### src/design/scsa_pkg.sv
`default_nettype none
package scsa_pkg;

  localparam int REQ_W        = 20;
  localparam int ADDR_W       = 19;
  localparam int STATUS_W     = 2;
  localparam int BLK_OUT_W    = 5;
  localparam int CLS_FULL_W   = 17;
  localparam int SLOT_W       = 21;
  localparam int NEED_W       = 22;
  localparam int GRAN_BYTES   = 16;
  localparam int HEADER_BYTES = 16;

  localparam logic MODE_ALLOC = 1'b0;
  localparam logic MODE_FREE  = 1'b1;

  typedef enum logic [STATUS_W-1:0] {
    STAT_OK        = 2'd0,
    STAT_OOM       = 2'd1,
    STAT_TOO_LARGE = 2'd2,
    STAT_BAD_FREE  = 2'd3
  } scsa_status_t;

  typedef enum logic [2:0] {
    S_CLEAR,
    S_IDLE,
    S_EVAL,
    S_POP,
    S_PUSH
  } scsa_state_t;

  typedef enum logic [3:0] {
    CMD_NONE,
    CMD_CLEAR,
    CMD_LOAD,
    CMD_READ_LINK,
    CMD_READ_HEAD,
    CMD_POP,
    CMD_BUMP,
    CMD_PUSH,
    CMD_REPORT
  } scsa_cmd_t;

  typedef struct packed {
    logic clr_last;
    logic out_busy;
    logic is_free;
    logic too_large;
    logic head_zero;
    logic pop_g_ok;
    logic free_null;
    logic free_bad_addr;
    logic tag_bad;
    logic oom;
  } scsa_stat_t;

  // Size class of a request: slot size in granules, a zero size counting as one byte.
  function automatic logic [CLS_FULL_W-1:0] req_class(input logic [REQ_W-1:0] req);
    logic [SLOT_W-1:0] n;
    logic [SLOT_W-1:0] slot;
    n    = (req == '0) ? SLOT_W'(1) : SLOT_W'(req);
    slot = n + SLOT_W'(15);
    return slot[SLOT_W-1:4];
  endfunction

endpackage
`default_nettype wire

### src/design/scsa_ctrl.sv
`default_nettype none
module scsa_ctrl (
  input  wire logic                 clk,
  input  wire logic                 rst_n,
  input  wire logic                 in_valid,
  output logic                      in_ready,
  input  wire scsa_pkg::scsa_stat_t stat,
  output scsa_pkg::scsa_cmd_t       cmd
);

  scsa_pkg::scsa_state_t state_r, state_nxt;

  always_ff @(posedge clk) begin
    if (!rst_n) begin
      state_r <= scsa_pkg::S_CLEAR;
    end else begin
      state_r <= state_nxt;
    end
  end

  always_comb begin
    state_nxt = state_r;
    cmd       = scsa_pkg::CMD_NONE;
    in_ready  = 1'b0;
    case (state_r)
      scsa_pkg::S_CLEAR: begin
        cmd = scsa_pkg::CMD_CLEAR;
        if (stat.clr_last) begin
          state_nxt = scsa_pkg::S_IDLE;
        end
      end
      scsa_pkg::S_IDLE: begin
        in_ready = 1'b1;
        if (in_valid) begin
          cmd       = scsa_pkg::CMD_LOAD;
          state_nxt = scsa_pkg::S_EVAL;
        end
      end
      scsa_pkg::S_EVAL: begin
        if (!stat.is_free) begin
          if (stat.too_large || (stat.head_zero && stat.oom)) begin
            if (!stat.out_busy) begin
              cmd       = scsa_pkg::CMD_REPORT;
              state_nxt = scsa_pkg::S_IDLE;
            end
          end else if (!stat.head_zero) begin
            if (stat.pop_g_ok) begin
              cmd       = scsa_pkg::CMD_READ_LINK;
              state_nxt = scsa_pkg::S_POP;
            end else if (!stat.out_busy) begin
              // head points outside the heap: drop the list
              cmd       = scsa_pkg::CMD_POP;
              state_nxt = scsa_pkg::S_IDLE;
            end
          end else if (!stat.out_busy) begin
            cmd       = scsa_pkg::CMD_BUMP;
            state_nxt = scsa_pkg::S_IDLE;
          end
        end else begin
          if (stat.free_null || stat.free_bad_addr || stat.tag_bad) begin
            if (!stat.out_busy) begin
              cmd       = scsa_pkg::CMD_REPORT;
              state_nxt = scsa_pkg::S_IDLE;
            end
          end else begin
            cmd       = scsa_pkg::CMD_READ_HEAD;
            state_nxt = scsa_pkg::S_PUSH;
          end
        end
      end
      scsa_pkg::S_POP: begin
        if (!stat.out_busy) begin
          cmd       = scsa_pkg::CMD_POP;
          state_nxt = scsa_pkg::S_IDLE;
        end
      end
      scsa_pkg::S_PUSH: begin
        if (!stat.out_busy) begin
          cmd       = scsa_pkg::CMD_PUSH;
          state_nxt = scsa_pkg::S_IDLE;
        end
      end
      default: begin
        state_nxt = scsa_pkg::S_IDLE;
      end
    endcase
  end

endmodule
`default_nettype wire

### config.mk
export PLATFORM = sky130hd
export DESIGN_NAME = scsa_ctrl
export DESIGN_NICKNAME = d
export VERILOG_FILES = /design/src/design/scsa_pkg.sv /design/src/design/scsa_ctrl.sv
export SDC_FILE = /design/constraint.sdc
export NUM_CORES = 1
export LEC_CHECK = 0
export BUFFER_PORTS_ARGS = -buffer_cell sky130_fd_sc_hd__buf_2
export CORE_AREA = 2 2 39 41
export CTS_BUF_LIST = sky130_fd_sc_hd__clkbuf_8
export CTS_CLUSTER_DIAMETER = 120
export DETAILED_ROUTE_END_ITERATION = 8
export DIE_AREA = 0 0 41 43
export GPL_TIMING_DRIVEN = 0
export PLACE_DENSITY_LB_ADDON = 0.25
export SLEW_MARGIN = 20
export SYNTH_ARGS = -nofsm -noshare
export SYNTH_HDL_FRONTEND = slang
export SYNTH_SLANG_ARGS = --single-unit
### constraint.sdc
create_clock -name clk -period 2.9 [get_ports clk]
set_clock_uncertainty 0.2 [all_clocks]
set_input_delay 0.29 -clock clk [delete_from_list [all_inputs] [get_ports clk]]
set_output_delay 0.29 -clock clk [all_outputs]
set_load 0.02 [all_outputs]
==> results_dict.tcl, run 1 <==
set metrics [dict create \
    h-tree-depth 1 \
    cts_hold_buf 0 \
    post_cts_resize_count 0 \
    die_y_um 43 \
    grt_max_degree 11 \
    drtIter0Drc 11 \
    clk_latency_ns 0.22 \
    worstSetupPathType "reg2out" \
    cts_made_buffers 3 \
    setup_viol 0 \
    finalPower_mw 0.2148 \
    area_growth_pct 39.32 \
    relSlewSlack_pct 65.62 \
    routabilityCongestion 0.7849 \
    end_kind "primary output" \
    fin_area_um2 514.2 \
    port_buffers 16 \
    timing.final.crit_share_pct 73.51 \
    clk_pin_slew_worst_paths_ns 0.03 \
    use_met3_pct 4.712 \
    synth_top_area_cell "dfxtp_1" \
    critPathRequiredTime_ns 2.41 \
    grtUsageTotal_pct 13.30 \
    grtUsageMet2_pct 20.94 \
    drc 0 \
    vias 444 \
    cap_viol_max_count 0 \
    busiest_layer "met2" \
    synth_top_area_share_pct 16.27 \
    grt_first_pass_wirelength_um 1656 \
    place_area_um2 469.2 \
    netlist-cell-type-count 28 \
    post-dp-hpwl_um 755.9 \
    rows 14 \
    use_met1_pct 15.56 \
    ir_drop_uv 213.2 \
    die_w_um 41 \
    cts_setup_buffers 0 \
    overflow 0 \
    synth-edff-count 0 \
    io-pin-count 18 \
    largest_reg_flops 3 \
    antenna_found_initial 0 \
    slowest_delay_ns 0.28 \
    p_leak_nw 0.2407 \
    rsz0062_at_grt "no" \
    clockRootBuffer "clkbuf_8" \
    crit_path_frequent_cell "buf_2" \
    synth-main-ff-cell "dfxtp_1" \
    drt_pass1_iterations 4 \
    power.density_mw_per_mm2 417.8 \
    grt_pass1_vias 431 \
    detail_route.wl_per_cell_um 11.60 \
    worst_pin_slew_ns 0.5126 \
    cp_slowest_cell "dfxtp_1" \
    critPathLaunchType "flop" \
    path_max_fanout 10 \
    async_reset_ff_share_pct 0 \
    cts_tree "done" \
    syn_nets 64 \
    nets 85 \
    tns_ns 0 \
    regMostFlops "state_r" \
    ys_warn_count 0 \
    cts_max_path_buffers 2 \
    ys_ff_latch 3 \
    core-area_mm2 0.001384 \
    insertedDiodeCount 0 \
    die_area_mm2 0.001763 \
    cp.arrival_ns 1.64 \
    drive_above_1_share_pct 40.85 \
    avgViaCountPerCell 5.103 \
    synth_area_um2 369.1 \
    status "finished clean" \
    wl_um 1009 \
    crit_path_cell_trace "buf_2 -> nor2b_1 -> clkbuf_1 -> a31oi_1 -> o31ai_1 -> buf_2" \
    clock_sinks 3 \
    fmax_ghz 0.4691 \
    syn_area_per_cell_um2 7.237 \
    min_path_type "in2reg" \
    seq_area_frac_synth_pct 16.27 \
    largestRegisters "state_r x3" \
    hold_viol 0 \
    start_util_pct 26.67 \
    fin_crit_ns 2.132 \
    ant_nets 0 \
    slew_violations 0 \
    syn_inst 51 \
    synth_area_leaders "dfxtp_1 (16%), nor2_1 (7.1%), nor3b_1 (6.1%), nor2b_1 (5.1%), a21oi_2 (4.7%)" \
]
==> logic make-up after synthesis <==
| group | synth area share, % |
|---|---|
| AND/OR/NAND/NOR | 35.59 |
| AO/OA/AOI/OAI | 38.99 |
| flip-flops | 16.27 |
| buffers and inverters | 9.149 |
==> cell type report <==
class / instances / area (µm²)
well taps: 16 / 20.02
plain buffers: 5 / 30.03
multi-input cells: 42 / 275.3
repair buffers: 16 / 80.08
fillers: 155 / 869.6
inverters: 1 / 3.754
clock buffers: 3 / 41.29
clock inverters: 1 / 3.754
flip-flops and latches: 3 / 60.06
==> layer usage <==
layer	part of all wire [%]	vias up
li1	-	228
met1	44	205
met2	50	8
met3	5.1	3
met4	1.2	0
met5	0	-
==> worst max-delay path, delay by kind of cell, from the launching register on <==
family                 cells  cell delay (ns)
AO/OA/AOI/OAI              2             0.37
buffers and inverters      3             0.66
flip-flops                 1             0.28
AND/OR/NAND/NOR            1             0.11
==> cell usage after synthesis (all sizes together) (2+ instances only) <==
master  n
nand2   3
a31oi   2
buf     4
o21ai   4
a21oi   5
nor2b   4
nor3b   3
dfxtp   3
nand3   2
nor2    7
==> where the power goes <==
group,leakage (nW),total (mW),switching (mW),internal (mW)
registers,0.0245,0.0449,0.00168,0.0432
clock network,0.0269,0.121,0.0304,0.0903
logic,0.189,0.0492,0.0271,0.0221
total,0.241,0.215,0.0592,0.156
==> cells in the final DEF (no fill, tap or decap), drive strengths merged, types with 2 or more instances in the layout <==
| cell type | count |
|---|---|
| a21oi | 5 |
| a31oi | 2 |
| buf | 20 |
| clkbuf | 4 |
| dfxtp | 3 |
| inv | 2 |
| nand2 | 3 |
| nand3 | 2 |
| nor2 | 7 |
| nor2b | 4 |
| nor3b | 3 |
| o21ai | 4 |
==> per-stage QoR <==
stage,util [%],worst slack [ns],hold slack [ns],cells
after floorplan,-,1.012,0.2129,51
after global placement,33.91,0.9354,0.3553,83
after detailed placement,33.91,0.9321,0.3466,83
after CTS,37.16,0.7758,0.1164,87
after global routing,37.16,0.6052,0.1481,87
final,37.16,0.7684,0.1204,87
==> path summary, 6_finish.rpt <==
check	cells after the start	from	end	slack, ns
max	6	state_r[2]	cmd[2]	0.77
min reg2reg	3	state_r[0]	state_r[1]	0.46
min	3	rst_n	state_r[0]	0.12
max reg2reg	5	state_r[2]	state_r[0]	1.43
Power figures use the tool's default switching activity.
==> inputs of run 2 (changes only) <==
- clock period: 2.9 -> 1.8 ns (I/O delays scaled with it)
==> results_dict.tcl, run 2 (same netlist as run 1, synthesis figures left out) <==
set metrics [dict create \
    status "finished clean" \
    postLayoutCoreUtil_pct 41.05 \
    vias 464 \
    place_area_um2 469.2 \
    grt_pass1_vias 455 \
    setup_viol 0 \
    cp.arrival_ns 1.33 \
    cts_tree "done" \
    fin_crit_ns 1.712 \
    regMostFlops "state_r" \
    worstSetupPathType "reg2out" \
    critPathRequiredTime_ns 1.42 \
    finalPower_mw 0.3519 \
    start_util_pct 26.67 \
    detail_route.wl_per_cell_um 11.89 \
    nets 88 \
    avgViaCountPerCell 5.156 \
    wl_um 1070 \
    grtUsageTotal_pct 13.70 \
    fin_area_um2 568.0 \
    layout_common_cells "buf_2 (16), buf_4 (7), nor2_1 (6)" \
    grt_first_pass_wirelength_um 1704 \
    clock_sinks 3 \
    port_buffers 16 \
    ir_drop_uv 423.6 \
    p_leak_nw 0.2638 \
    die_w_um 41 \
    post-dp-hpwl_um 755.9 \
    relSlewSlack_pct 70.82 \
    reg2reg_from "state_r[1]" \
    hold_start "rst_n" \
    core-area_mm2 0.001384 \
    antenna_found_initial 0 \
    routabilityCongestion 0.7849 \
    pre_cts_ws_ns 0.003502 \
    critPathLaunchType "flop" \
    cts_max_path_buffers 2 \
    die_area_mm2 0.001763 \
    rows 14 \
    slew_violations 0 \
    setup_slack_ns 0.08831 \
    drt_pass1_iterations 2 \
    fmax_ghz 0.5842 \
    largestRegisters "state_r x3" \
    final_common_cell "buf_2" \
    clk_pin_slew_worst_paths_ns 0.03 \
    cap_viol_max_count 0 \
    overflow 0 \
    startpoint "state_r[0]" \
    largest_reg_flops 3 \
    drtIter0Drc 10 \
    clockRootBuffer "clkbuf_8" \
    area_growth_pct 53.90 \
    worst_pin_slew_ns 0.4316 \
    rsz0062_at_grt "yes" \
    drive_above_1_share_pct 51.35 \
    drc 0 \
    path_max_fanout 10 \
    io-pin-count 18 \
    hold_viol 0 \
    insertedDiodeCount 0 \
    timing.final.crit_share_pct 95.09 \
    clk_latency_ns 0.22 \
    cts_made_buffers 3 \
    min_path_type "in2reg" \
    power.density_mw_per_mm2 619.4 \
    h-tree-depth 1 \
    grt_max_degree 11 \
    die_y_um 43 \
    end_kind "primary output" \
    ant_nets 0 \
]
[run 2: cell type report]
type	instances	area, µm²
Multi-Input combinational cell	42	290.3
Fill cell	157	815.8
Buffer	4	33.78
Sequential cell	3	65.06
Clock buffer	3	41.29
Clock inverter	1	3.754
Inverter	1	3.754
Timing Repair Buffer	20	110.1
Tap cell	16	20.02
[run 2: worst max-delay path, stage by stage (launching register included)]
cell     delay [ns]
dfxtp_1        0.40
buf_4          0.21
nand2_1        0.07
nor2_1         0.09
a21oi_1        0.05
o22ai_1        0.12
buf_2          0.18
[run 2: routing by layer]
layer / wire length, µm / GRT usage, % / part of all wire [%]
met5: 0 / 0 / 0
met4: 32 / 6.667 / 3.0
met3: 52 / 4.712 / 4.9
met2: 552 / 21.88 / 52
met1: 431 / 15.24 / 40
[run 2: final timing paths]
check	endpoint	slack, ns	cells past startpoint
worst min-delay path	state_r[0]	0.01	3
worst min register to register	state_r[0]	0.42	2
worst max-delay path	cmd[1]	0.09	6
worst max register to register	state_r[2]	0.43	6
[run 2: report_power, final]
part | leakage (nW) | internal [mW] | switching (mW)
Combinational | 0.211 | 0.0395 | 0.0456
Sequential | 0.0258 | 0.0682 | 0.00313
Clock | 0.0269 | 0.146 | 0.0499
[run 2: per-stage QoR]
step / TNS (ns) / hold WS (ns) / std cells
final: 0 / 0.01164 / 90
after global placement: -0.0008140 / 0.2453 / 83
after detailed placement: 0 / 0.2366 / 83
after global routing: -0.005850 / 0.03575 / 90
after CTS: 0 / 0.006442 / 88
after floorplan: 0 / 0.1029 / 51
[run 2: repair_timing]
action,4_1_cts,5_1_grt
gates resized for setup,3,11
buffers inserted,2,2
pin swaps,1,1
hold buffers,0,0
endpoints found under the setup margin,3,2
==> inputs of run 3 (changes only) <==
==> constraint.sdc (replaced) <==
create_clock -name clk -period 1.8 [get_ports clk]
set_clock_uncertainty 0.2 [all_clocks]
set_input_delay 0.36 -clock clk [delete_from_list [all_inputs] [get_ports clk]]
set_output_delay 0.36 -clock clk [all_outputs]
set_load 0.02 [all_outputs]
==> results_dict.tcl, run 3 (same netlist as run 1, synthesis figures left out) <==
set metrics [dict create \
    timing.final.crit_share_pct 110.0 \
    grt_max_degree 11 \
    layout_common_cells "buf_4 (14), buf_2 (10), buf_6 (5)" \
    setup_slack_ns -0.1807 \
    regToRegSetupSlack_ns 0.43 \
    startpoint "stat[1]" \
    avgViaCountPerCell 5.194 \
    post-dp-hpwl_um 707.7 \
    cts_max_path_buffers 2 \
    io-pin-count 18 \
    multi_input_area_um2 335.3 \
    violations "setup timing" \
    p_leak_nw 0.3249 \
    clk_pin_slew_worst_paths_ns 0.03 \
    slew_violations 0 \
    power.density_mw_per_mm2 547.5 \
    route.met3.wl_um 85 \
    drtIter0Drc 12 \
    critical-path-top-delay-family "simple AND/OR/NAND/NOR gates" \
    cp.arrival_ns 1.42 \
    port_buffers 16 \
    grt_first_pass_wirelength_um 1676 \
    min_path_type "in2reg" \
    area_growth_pct 96.27 \
    ant_nets 0 \
    netSwitchingPower_mw 0.1118 \
    largest_reg_flops 3 \
    dr_wl_met2_um 646 \
    drt-met1-wl_um 516 \
    reg2reg_from "state_r[0]" \
    tns_ns -0.3375 \
    cts_made_buffers 3 \
    largestRegisters "state_r x3" \
    cap_viol_max_count 0 \
    h-tree-depth 1 \
    drc 0 \
    die_y_um 43 \
    rsz0062_at_grt "yes" \
    endpoint "cmd[2]" \
    ir_drop_uv 465.8 \
    clock_sinks 3 \
    relSlewSlack_pct 75.24 \
    die_w_um 41 \
    fillers 120 \
    cts_hold_buf 0 \
    r2r-end "state_r[0]" \
    die_area_mm2 0.001763 \
    grt_pass1_vias 404 \
    top_layer "met4" \
    detail_route.wl_per_cell_um 12.86 \
    p_int_mw 0.2848 \
    final_common_cell "buf_4" \
    worstSetupPathType "in2out" \
    insertedDiodeCount 0 \
    slowest_delay_ns 0.56 \
    overflow 0 \
    antenna_found_initial 0 \
    clk_latency_ns 0.22 \
    critPathLaunchType "input pin" \
    regMostFlops "state_r" \
    drive_above_1_share_pct 64.63 \
    status "complete, but fails checks" \
    regArea_um2 68.82 \
    cp_num_cells 6 \
    cts_tree "done" \
    nets 96 \
    wl_um 1260 \
    worstRegToRegCells 6 \
    fmax_ghz 0.5049 \
    rows 14 \
    sequentialPowerShare_pct 17.7 \
    end_kind "primary output" \
    p_comb_share_pct 33.6 \
    vias 509 \
    whs_ns 0.1884 \
    routabilityCongestion 0.7668 \
    fin_crit_ns 1.981 \
    worst_pin_slew_ns 0.3663 \
    swShare_pct 28.20 \
    critPathBufInv 2 \
    clockRootBuffer "clkbuf_8" \
    grtUsageTotal_pct 13.80 \
    drt_pass1_iterations 4 \
    hold_viol 0 \
    start_util_pct 26.67 \
    path_max_fanout 3 \
    crit_path_cell_trace "buf_6 -> or4b_4 -> nor2_1 -> o21ai_1 -> o31ai_2 -> buf_4" \
    cp_slowest_cell "or4b_4" \
    critPathRequiredTime_ns 1.24 \
    core-area_mm2 0.001384 \
    setup_viol 3 \
    clkPwrFrac_pct 48.7 \
]
==> run 3: cell count changes in the layout (fill, tap and decap cells not counted), sizes merged <==
| cell | change |
|---|---|
| buf | +7 |
| clkbuf | +1 |
==> run 3: through the flow <==
step	util (%)	worst slack [ns]	cell area (µm²)	power (mW)	instances
2_1_floorplan	-	-0.03126	385.4	0.1270	51
3_3_place_gp	35.08	-0.2448	485.5	0.1556	83
3_5_place_dp	35.08	-0.2424	485.5	0.1554	83
4_1_cts	43.13	-0.1848	596.8	0.3682	89
5_1_grt	52.35	-0.2215	724.4	0.4230	98
6_report	52.35	-0.1807	724.4	0.3966	98
==> run 3: final cells by class <==
class	instances	share of cell area, %
plain buffers	4	7.081
multi-input cells	42	46.29
clock inverters	1	0.5181
inverters	1	0.5181
flip-flops and latches	3	9.499
repair buffers	28	27.63
clock buffers	3	5.699
well taps	16	2.763
==> run 3: what timing repair did <==
action                     4_1_cts  5_1_grt
setup buffers                    3        9
setup endpoints to repair        5        5
gates resized for setup         16       19
pin swaps                        5        7
==> run 3: worst min-delay path: stages <==
cell	delay, ns
buf_2	0.11
o41ai_1	0.05
a31oi_1	0.04
==> run 3: worst min path at each step <==
stage                 endpoint  slack, ns  startpoint  depth (start not counted)
finish              state_r[0]       0.19       rst_n                          3
global route        state_r[0]       0.21       rst_n                          3
CTS                 state_r[0]       0.19       rst_n                          3
detailed placement  state_r[0]       0.41       rst_n                          3
global placement    state_r[0]       0.43       rst_n                          3
floorplan           state_r[0]       0.28       rst_n                          2
==> run 3: power groups by stage <==
stage               Sequential [mW]  Clock, mW  Combinational, mW
floorplan                    0.0727          0             0.0543
global placement             0.0735          0             0.0821
detailed placement           0.0733          0             0.0821
CTS                          0.0730      0.198             0.0969
global route                 0.0706      0.211              0.141
finish                       0.0703      0.193              0.133
==> run 3: routing by layer <==
layer  GRT usage, %  vias up
met3          4.712        3
met2          21.56       16
met1          17.14      238
li1               -      252
met4          4.000        0
met5              0        -
